**config.mk**
```make
export PLATFORM = sky130hd
export DESIGN_NAME = bfha_cell
export DESIGN_NICKNAME = d
export VERILOG_FILES = /design/src/rtl/core/bfha_pkg.sv /design/src/rtl/core/bfha_cell.sv
export SDC_FILE = /design/constraint.sdc
export NUM_CORES = 1
export LEC_CHECK = 0
export ABC_AREA = 1
export BUFFER_PORTS_ARGS = -buffer_cell sky130_fd_sc_hd__buf_2
export CAP_MARGIN = 10
export CORE_MARGIN = 5
export CORE_UTILIZATION = 30
export CTS_CLUSTER_DIAMETER = 50
export CTS_CLUSTER_SIZE = 40
export DETAILED_ROUTE_END_ITERATION = 12
export GPL_TIMING_DRIVEN = 0
export MAX_ROUTING_LAYER = met4
export PLACE_DENSITY = 0.55
export SLEW_MARGIN = 20
export SYNTH_ARGS = -nofsm -noshare
export SYNTH_HDL_FRONTEND = slang
export SYNTH_SLANG_ARGS = --single-unit
export TNS_END_PERCENT = 10
```
**constraint.sdc**
```tcl
create_clock -name clk_i -period 3.62 [get_ports clk_i]
set_input_delay 0.181 -clock clk_i [delete_from_list [all_inputs] [get_ports clk_i]]
set_output_delay 0.181 -clock clk_i [all_outputs]
set_load 0.05 [all_outputs]
```
**src/rtl/core/bfha_pkg.sv**
```systemverilog
// Shared types and constants for the best-fit hole allocator.
package bfha_pkg;

  // Widest values the parameter ranges allow; cells slice what they need.
  localparam int SzMaxW  = 32;
  localparam int IdxMaxW = 10;
  localparam int CntMaxW = 11;

  // Fixed widths of the result fields.
  localparam int StatusW = 2;
  localparam int OwnerW  = 16;
  localparam int BlkIdxW = 6;
  localparam int FieldW  = 16;
  localparam int TotalW  = 22;
  localparam int UsedW   = 7;
  localparam int OutDataW = 88;
  localparam int OutPadW  = OutDataW - (StatusW + OwnerW + BlkIdxW + FieldW + TotalW
                                        + FieldW + UsedW);

  typedef enum logic [StatusW-1:0] {
    ST_LOADED = 2'd0,
    ST_ALLOC  = 2'd1,
    ST_NOFIT  = 2'd2,
    ST_FULL   = 2'd3
  } status_e;

  // Token that walks the cell row: a best-fit search or a free-space report.
  typedef struct packed {
    logic               valid;
    logic               search;
    logic               found;
    logic [IdxMaxW-1:0] best_idx;
    logic [SzMaxW-1:0]  best_size;
    logic [TotalW-1:0]  total;
    logic [SzMaxW-1:0]  largest;
  } token_t;

  // Broadcast from the controller to every cell.
  typedef struct packed {
    logic               load_en;
    logic               alloc_en;
    logic               split;
    logic [IdxMaxW-1:0] idx;
    logic [SzMaxW-1:0]  size;
    logic [SzMaxW-1:0]  rem;
    logic [OwnerW-1:0]  owner;
    logic [CntMaxW-1:0] count;
  } ctl_t;

endpackage

```
**src/rtl/core/bfha_cell.sv**
```systemverilog
// One table entry of the allocator with its stage of the walking token.
module bfha_cell #(
  parameter int SIZE_BITS = 16,
  parameter int CELL_IDX  = 0
) (
  input  logic                 clk_i,
  input  logic                 rst_ni,
  input  bfha_pkg::ctl_t       ctl_i,
  input  bfha_pkg::token_t     tok_i,
  output bfha_pkg::token_t     tok_o,
  input  logic [SIZE_BITS-1:0] left_size_i,
  input  logic                 left_taken_i,
  input  logic [15:0]          left_owner_i,
  output logic [SIZE_BITS-1:0] size_o,
  output logic                 taken_o,
  output logic [15:0]          owner_o
);
  import bfha_pkg::*;

  logic [SIZE_BITS-1:0] size_q, size_d;
  logic                 taken_q, taken_d;
  logic [OwnerW-1:0]    owner_q, owner_d;
  token_t               tok_q, tok_d;
  logic                 in_use;
  logic [SzMaxW-1:0]    size_x;
  logic [CntMaxW-1:0]   my_pos;
  logic [CntMaxW-1:0]   after_pos;

  assign my_pos    = CntMaxW'(CELL_IDX);
  assign after_pos = {1'b0, ctl_i.idx} + CntMaxW'(1);
  assign in_use    = my_pos < ctl_i.count;
  assign size_x    = SzMaxW'(size_q);

  always_comb begin
    tok_d = tok_i;
    if (tok_i.valid && in_use && !taken_q) begin
      if (tok_i.search) begin
        if (size_x >= ctl_i.size && (!tok_i.found || size_x < tok_i.best_size)) begin
          tok_d.found     = 1'b1;
          tok_d.best_size = size_x;
          tok_d.best_idx  = IdxMaxW'(CELL_IDX);
        end
      end else begin
        tok_d.total = tok_i.total + TotalW'(size_q);
        if (size_x > tok_i.largest) begin
          tok_d.largest = size_x;
        end
      end
    end
  end

  // Entry update: load write, grant, remainder insert, or move up by one place.
  always_comb begin
    size_d  = size_q;
    taken_d = taken_q;
    owner_d = owner_q;
    if (ctl_i.load_en && my_pos == {1'b0, ctl_i.idx}) begin
      size_d  = ctl_i.size[SIZE_BITS-1:0];
      taken_d = 1'b0;
      owner_d = '0;
    end else if (ctl_i.alloc_en) begin
      if (my_pos == {1'b0, ctl_i.idx}) begin
        size_d  = ctl_i.size[SIZE_BITS-1:0];
        taken_d = 1'b1;
        owner_d = ctl_i.owner;
      end else if (ctl_i.split && my_pos == after_pos) begin
        size_d  = ctl_i.rem[SIZE_BITS-1:0];
        taken_d = 1'b0;
        owner_d = '0;
      end else if (ctl_i.split && my_pos > after_pos) begin
        size_d  = left_size_i;
        taken_d = left_taken_i;
        owner_d = left_owner_i;
      end
    end
  end

  always_ff @(posedge clk_i) begin
    size_q  <= size_d;
    taken_q <= taken_d;
    owner_q <= owner_d;
  end

  always_ff @(posedge clk_i or negedge rst_ni) begin
    if (!rst_ni) begin
      tok_q <= '0;
    end else begin
      tok_q <= tok_d;
    end
  end

  assign tok_o   = tok_q;
  assign size_o  = size_q;
  assign taken_o = taken_q;
  assign owner_o = owner_q;

endmodule

```
## Yosys cells after proc, flatten, opt, wreduce, memory -nomap -nowiden

Cells that the tools add are included.

- Add/sub/neg operators: 2
- Multiply operators: 0
- Div/mod/pow operators: 0
- Magnitude comparators: 5
- Equality and inequality tests: 0
- Shift operators: 0
- Mux-type cells: 16
- Bitwise logic cells: 0
- Reduce and logical (&&, ||, !) cells: 16

Operators with widths:

| kind | count |
|---|---|
| $mux 16 | 8 |
| $mux 97 | 1 |
| $mux 43 | 2 |
| $mux 54 | 1 |
| $ge 16x32->1 | 1 |
| $gt 16x32->1 | 1 |
| $lt 16x32->1 | 1 |
| $mux 32 | 1 |
| $add 22x16->22 | 1 |
| $logic_not 11->1 | 2 |
| $add 10x1->11 const B | 1 |
| $gt 1x11->1 const A | 1 |
| $lt 1x11->1 const A | 1 |
| $logic_and 1x1->1 | 6 |
| $reduce_and 2->1 | 2 |
| $reduce_bool 4->1 | 1 |
| $mux 1 | 3 |
| $reduce_bool 3->1 | 1 |
| $logic_not 1->1 | 2 |
| $reduce_bool 2->1 | 1 |
| $logic_or 1x1->1 | 1 |

- Register bits after elaboration: 132
- Bits in latches: 0
- Bits in writable memories: 0
- ROM bits: 0
- Word-level logic and storage cells: 49
- Memories: 0

## Longest topological paths before layout

Gate-level depths: netlist of run 1.

- Depth after elaboration: 8
- Depth in mapped cells: 17
- Depth with buffers taken out: 16

## Least setup slack after synthesis of run 1

No wires, ideal clock.

- Kind: register to register
- Start point: register size_q[0] (netlist: size_o[0])
- End point: register tok_q (netlist bit tok_o[48])
- Setup time: 118 ps
- Data arrival time: 2140 ps
- Data required time: 3502 ps
- Slack: 1362 ps
- Cell stages (with the launch flop): 12
- Buffers on the path: 0
- Clock period less this slack: 2258 ps
- Path through: edfxtp_1 ha_1 fa_1 nand3_1 nand2_1 nand2_1 nand3_1 nand3_1 nand2_1 nand2_1 xor2_1 inv_1

RTL lines:

| what | line | RTL |
|---|---|---|
| start: declaration | bfha_cell.sv:20 | `logic [SIZE_BITS-1:0] size_q, size_d;` |
| start signal: assignment | bfha_cell.sv:79 | `size_q <= size_d;` |
| end signal: assignment | bfha_cell.sv:88 | `tok_q <= tok_d;` |
| end: declaration | bfha_cell.sv:23 | `token_t tok_q, tok_d;` |

==> impl_metrics.tcl, run 1 <==
set metrics [dict create \
    outcome "complete, no violations" \
    cp_max_fo 10 \
    path_buf_inv 2 \
    critical_path_class "reg -> reg" \
    p_seq_share_pct 38.7 \
    ant_nets 0 \
    finalClockSkew_ns 0.0163 \
    first_iter_violations 382 \
    cts_sinks 132 \
    dieArea_sq_um 29200 \
    postSynthAreaPerCell_sq_um 7.49 \
    yosysWarnings 0 \
    gp_congestion 0.903 \
    hpwlAfterDp_um 22400 \
    finalSetupTns_ns 0 \
    yosys.area_share.simple_pct 29.1 \
    gr-usage-met2_pct 32.1 \
    portBuffers 353 \
    max_freq_mhz 380 \
    utilization_pct 44.9 \
    drive_gt1_share_pct 27.5 \
    syn-cell-area_sq_um 7760 \
    critPathLaunchType "register" \
    drv_slew 0 \
    synthCells 1036 \
    muxShareOfSynthArea_pct 0.145 \
    hold_ws_ns 0.0282 \
    clockPowerShare_pct 40.8 \
    setup_violations 0 \
    wl_per_cell_um 15.1 \
    busiest_layer "met2" \
    pwr_density_cell_nw_per_um2 360 \
    synth_area_leader_cell "dfrtp_1" \
    fp.dieH_um 171 \
    cp_data_arrival_time_ns 2.93 \
    grt_use_total_pct 19.3 \
    grt_first_pass_wirelength_um 42700 \
    antenna_found_initial 3 \
    crit_path_frequent_cell "nand2_1" \
    period_share_pct 72.7 \
    via_per_inst 4.47 \
    vdd_drop_max_mv 0.270 \
    intPower_w 0.00282 \
    cap_violations 0 \
    met1_usage_pct 23.2 \
    clk_pin_slew_worst_paths_ns 0.06 \
    synth_fa_ha_area_share_pct 10.9 \
    leakage_nw 6.40 \
    syn_nets 1341 \
    switching_share_pct 31.1 \
    min_path_type "in -> reg" \
    cp_top_family "simple AND/OR/NAND/NOR gates" \
    routed_wirelength_um 27700 \
    switching_power_w 0.00127 \
    vias 8209 \
    core-area_sq_um 25300 \
    required_ns 3.92 \
    synth_most_common_cell "nand2_1" \
    fin_cells 1838 \
    hold_violations 0 \
    power_w 0.00409 \
    start_util_pct 30.6 \
    route.detailed.drc 0 \
    io_pins 370 \
    clockBufferDepth 2 \
    synth_top_family_by_area "simple AND/OR/NAND/NOR gates" \
    synthArstFlopShare_pct 75.0 \
    synth_area_leaders "dfrtp_1, nand2_1, ha_1" \
    htree_levels 4 \
    slowest_stage "edfxtp_1" \
    cts_resized 0 \
    power_frac_comb_pct 20.5 \
    fin_nets 1797 \
    area_growth_pct 46.5 \
    row_count 58 \
    relSlewSlack_pct 53.6 \
    cts_tree "yes" \
    max_stage_delay_ns 0.59 \
    post-cts-setup-buffers 0 \
    numCtsBuffers 17 \
    dr.pass1.iters 5 \
    endpoint_kind "register" \
    die_w_um 171 \
    numPlacedInstances 1720 \
    use_met3_pct 4.18 \
    max_slew.worst_pin.slew_ns 0.690 \
    synth_edf_count 16 \
    rsz0062_at_grt "no" \
    grt_pass1_vias 8569 \
    synth_cell_type_count 40 \
    synth_xor_area_share_pct 1.35 \
    fin_crit_ns 2.63 \
    synth-main-ff-cell "dfrtp_1" \
    cts_hold_buf 83 \
    cts_root_buf "clkbuf_16" \
    clkLatencyLatePin_ns 0.42 \
    grt_max_degree 53 \
    seq_area_frac_synth_pct 42.5 \
    overflow 0 \
    synth_compound_area_share_pct 6.21 \
    yosys_register_bits 132 \
    yosysTopAreaCellShare_pct 31.9 \
    synth_common_cells "nand2_1, inv_1, nor2_1, dfrtp_1, nand3_1" \
    cp_cell_sequence "ha_1, nand2_1, nand3_1, nand2_1, nand2_1, nand2_1, nand2_1, nand2_1, nand2_1, nand2_1, nand2_2, nand3_2, inv_2, buf_2, nor2_1" \
]
state kept, by name, summed over array words and instances, names as in the netlist:
register,cells
owner_o,16
size_o,16
taken_o,1
tok_o,99
path summary, 6_finish.rpt:
check                                              from                      end  slack, ns  cells past startpoint
max in group asynchronous                        rst_ni       tok_o[9]$_DFF_PN0_       2.75                      3
worst min-delay path                           tok_i[4]       tok_o[4]$_DFF_PN0_       0.03                      3
worst min register to register  owner_o[3]$_SDFFE_PP0P_  owner_o[3]$_SDFFE_PP0P_       0.51                      4
worst max register to register      size_o[1]$_DFFE_PP_      tok_o[86]$_DFF_PN0_       0.99                     15
worst max-delay path                size_o[1]$_DFFE_PP_      tok_o[86]$_DFF_PN0_       0.99                     15
min in group asynchronous                        rst_ni      tok_o[45]$_DFF_PN0_       0.25                      2
tightest hold or removal path: cells and delay by family:
family	cells	cell delay, ns
buf+inv	1	0.09
simple gates	2	0.13
stage by stage:
step | cell area, sq um | setup slack [ns]
2_1_floorplan | 7760 | 1.36
3_3_place_gp | 9940 | 0.920
3_5_place_dp | 9980 | 0.872
4_1_cts | 11400 | 0.959
5_1_grt | 11400 | 0.743
6_report | 11400 | 0.988
layer usage:
layer  share of wire, %  up-vias  wire length [um]
li1                   -     4183                 -
met3                6.7       48              1850
met5                  0        -                 0
met2                 48      291             13300
met4                2.9        0               794
met1                 42     3687             11800
layout by cell type, fill, tap and decap left out, types with 4 or more instances in the layout:
cell type      count
xnor2_1            5
clkbuf_16         17
nand3_1           88
o21ai_0           33
nand2_1          300
a21oi_1           41
dfrtp_1           99
nor2_1           105
nor4_1             9
xor2_1             7
nor3_1             9
clkbuf_1          28
inv_2              5
buf_2            363
clkinv_4           4
ha_1              66
dlygate4sd3_1     83
edfxtp_1          16
nand3b_1           5
inv_1            149
o21ai_1            7
dfxtp_1           17
nand4_1           12
layout make-up:
class | count | area (sq um)
Buffer | 42 | 186
Timing Repair Buffer | 437 | 2630
Fill cell | 2620 | 14000
Inverter | 154 | 578
Antenna cell | 3 | 7.51
Tap cell | 330 | 413
Multi-Input combinational cell | 708 | 3700
Clock buffer | 19 | 433
Sequential cell | 132 | 3300
Clock inverter | 13 | 125
power by group through the flow:
stage	Clock, W	Sequential [W]	Combinational [W]
after floorplan	0	0.00186	0.000221
after global placement	0	0.00161	0.000757
after detailed placement	0	0.00161	0.000768
after CTS	0.00171	0.00158	0.000844
after global routing	0.00179	0.00159	0.000920
final	0.00167	0.00158	0.000837
kinds of logic (layout without fill, tap and decap cells):
logic type | Yosys count | in the layout
AOI/OAI and AO/OA | 91 | 91
and+or+nand+nor | 537 | 537
xor gates and xnor gates | 12 | 12
adders and majority gates | 67 | 67
buffers and inverters | 196 | 665
DFF | 132 | 132
muxes | 1 | 1
other | 0 | 3
Note: power is estimated with default switching activity, not from simulation.
==> run 2: changes to the inputs <==
--- a/config.mk
+++ b/config.mk
@@ -15,7 +15,7 @@
 export DETAILED_ROUTE_END_ITERATION = 12
 export GPL_TIMING_DRIVEN = 0
 export MAX_ROUTING_LAYER = met4
-export PLACE_DENSITY = 0.55
+export PLACE_DENSITY = 0.57
 export SLEW_MARGIN = 20
 export SYNTH_ARGS = -nofsm -noshare
 export SYNTH_HDL_FRONTEND = slang
==> constraint.sdc (replaced) <==
create_clock -name clk_i -period 2.27 [get_ports clk_i]
set_input_delay 0.1135 -clock clk_i [delete_from_list [all_inputs] [get_ports clk_i]]
set_output_delay 0.1135 -clock clk_i [all_outputs]
set_load 0.05 [all_outputs]
==> run 2 against run 1 <==
Net effect: core utilization grew 2.2 points; global-route usage is essentially flat; total power grew 66%; combinational power grew 66%; maximum frequency grew 18%; clock-buffer cell count shrank 1; via count grew 2.6%; die area is the same; final cell count grew 2.6%; critical path depth shrank 5; non-clock buffer count grew 48; wire length grew 1.2%; critical endpoint is now tok_o[44]$_DFF_PN0_; largest cell class unchanged; highest routed layer unchanged.
==> impl_metrics.tcl, run 2 (synthesized netlist as in run 1, its figures left out) <==
set metrics [dict create \
    power_frac_comb_pct 20.5 \
    relSlewSlack_pct 35.8 \
    clockBufferDepth 2 \
    cp_data_arrival_time_ns 2.50 \
    core-area_sq_um 25300 \
    via_per_inst 4.47 \
    cts_sinks 132 \
    cap_violations 0 \
    vias 8421 \
    cp_max_fo 4 \
    clockPowerShare_pct 42.3 \
    die_w_um 171 \
    numCtsBuffers 17 \
    antenna_found_initial 2 \
    endpoint_kind "register" \
    io_pins 370 \
    max_freq_mhz 448 \
    max_stage_delay_ns 0.41 \
    pwr_density_cell_nw_per_um2 568 \
    fp.dieH_um 171 \
    first_iter_violations 348 \
    leakage_nw 6.66 \
    setup_violations 0 \
    grt_use_total_pct 19.3 \
    timing.final.ws_setup_ns 0.0377 \
    grt_first_pass_wirelength_um 43000 \
    grt_max_degree 58 \
    max_slew.worst_pin.slew_ns 0.955 \
    critPathLaunchType "register" \
    row_count 58 \
    hold_ws_ns 0.0199 \
    fillCellCount 2529 \
    clk_pin_slew_worst_paths_ns 0.06 \
    final_cell_mix "buf_2, nand2_1, inv_1" \
    dieArea_sq_um 29200 \
    hpwlAfterDp_um 22000 \
    cts_root_buf "clkbuf_16" \
    finalSetupTns_ns 0 \
    area_growth_pct 53.8 \
    start_util_pct 30.6 \
    gp_congestion 0.898 \
    route.detailed.drc 0 \
    switching_power_w 0.00203 \
    cp_cell_sequence "buf_4, ha_2, fa_2, nand3_1, nand2_1, nand2_1, nand3_2, a21oi_1, xor2_1, o21ai_0" \
    htree_levels 4 \
    period_share_pct 98.3 \
    min_path_type "in -> reg" \
    finalClockSkew_ns 0.0112 \
    p_seq_share_pct 37.2 \
    intPower_w 0.00475 \
    portBuffers 353 \
    clkLatencyLatePin_ns 0.41 \
    required_ns 2.54 \
    critical_path_class "reg -> reg" \
    drv_slew 0 \
    slowest_stage "edfxtp_1" \
    outcome "complete, no violations" \
    largest_register_ffs 99 \
    cts_tree "yes" \
    grt_pass1_vias 8488 \
    vdd_drop_max_mv 0.395 \
    fin_nets 1845 \
    wl_per_cell_um 14.9 \
    drive_gt1_share_pct 29.4 \
    switching_share_pct 30.0 \
    overflow 0 \
    hold_violations 0 \
    dpl_worst_slack_ns -0.424 \
    ant_nets 0 \
    final_common_cell "buf_2" \
    crit_path_frequent_cell "nand2_1" \
    rsz0062_at_grt "yes" \
    fin_crit_ns 2.23 \
    dr.pass1.iters 5 \
    routed_wirelength_um 28100 \
]
## run 2: layer usage
layer	up-vias	GRT usage, %	wire (um)
li1	4281	-	-
met1	3818	23.0	11800
met2	293	33.1	13700
met3	29	4.09	2000
met4	0	5.13	556
met5	-	-	0
## run 2: power by group through the flow
stage | clock network, W | logic [W] | registers [W]
floorplan | 0 | 0.000352 | 0.00296
global placement | 0 | 0.00120 | 0.00257
detailed placement | 0 | 0.00122 | 0.00257
CTS | 0.00295 | 0.00137 | 0.00253
global route | 0.00307 | 0.00151 | 0.00254
finish | 0.00287 | 0.00139 | 0.00253
## run 2: cell type report
cell class	instances	area [sq um]	share of cell area (%)
multi-input cells	708	3790	31.7
flip-flops and latches	132	3300	27.6
repair buffers	485	3040	25.5
inverters	154	583	4.88
clock buffers	18	429	3.59
well taps	330	413	3.46
plain buffers	42	201	1.69
clock inverters	14	175	1.47
diodes	3	7.51	0.0629
## run 2: worst max-delay path, delay by kind of cell (launching register included)
kind	cells	cell delay (ns)
AND/OR/NAND/NOR	4	0.39
XOR/XNOR	1	0.16
AO/OA/AOI/OAI	2	0.32
flip-flops	1	0.41
buffers and inverters	1	0.19
adder cells (fa/ha/maj)	2	0.62
## run 2: repair_timing
| item | CTS | global route |
|---|---|---|
| gates cloned | 0 | 0 |
| pin swaps | 0 | 3 |
| endpoints found under the hold margin | 145 | 0 |
| hold buffers | 104 | 0 |
| resized for setup | 12 | 19 |
| endpoints found under the setup margin | 61 | 71 |
| setup buffers | 12 | 15 |
## run 2: path summary, 6_finish.rpt
path,startpoint,endpoint,slack (ns),depth (start not counted)
worst min-delay path,ctl_i[61],size_o[2]$_DFFE_PP_,0.02,3
min in group asynchronous,rst_ni,tok_o[51]$_DFF_PN0_,0.19,2
worst max-delay path,size_o[0]$_DFFE_PP_,tok_o[44]$_DFF_PN0_,0.04,10
worst max register to register,size_o[0]$_DFFE_PP_,tok_o[44]$_DFF_PN0_,0.04,10
worst min register to register,owner_o[1]$_SDFFE_PP0P_,owner_o[1]$_SDFFE_PP0P_,0.51,4
max in group asynchronous,rst_ni,tok_o[98]$_DFF_PN0_,1.46,3
## run 2: per-stage QoR
step                utilization, %  instances  power, W  instance area, sq um
finish                        47.1       1886   0.00679                 11900
global route                  47.1       1885   0.00712                 11900
CTS                           46.4       1868   0.00685                 11800
detailed placement            39.4       1720   0.00379                  9980
global placement              39.3       1719   0.00378                  9940
floorplan                        -       1036   0.00331                  7760
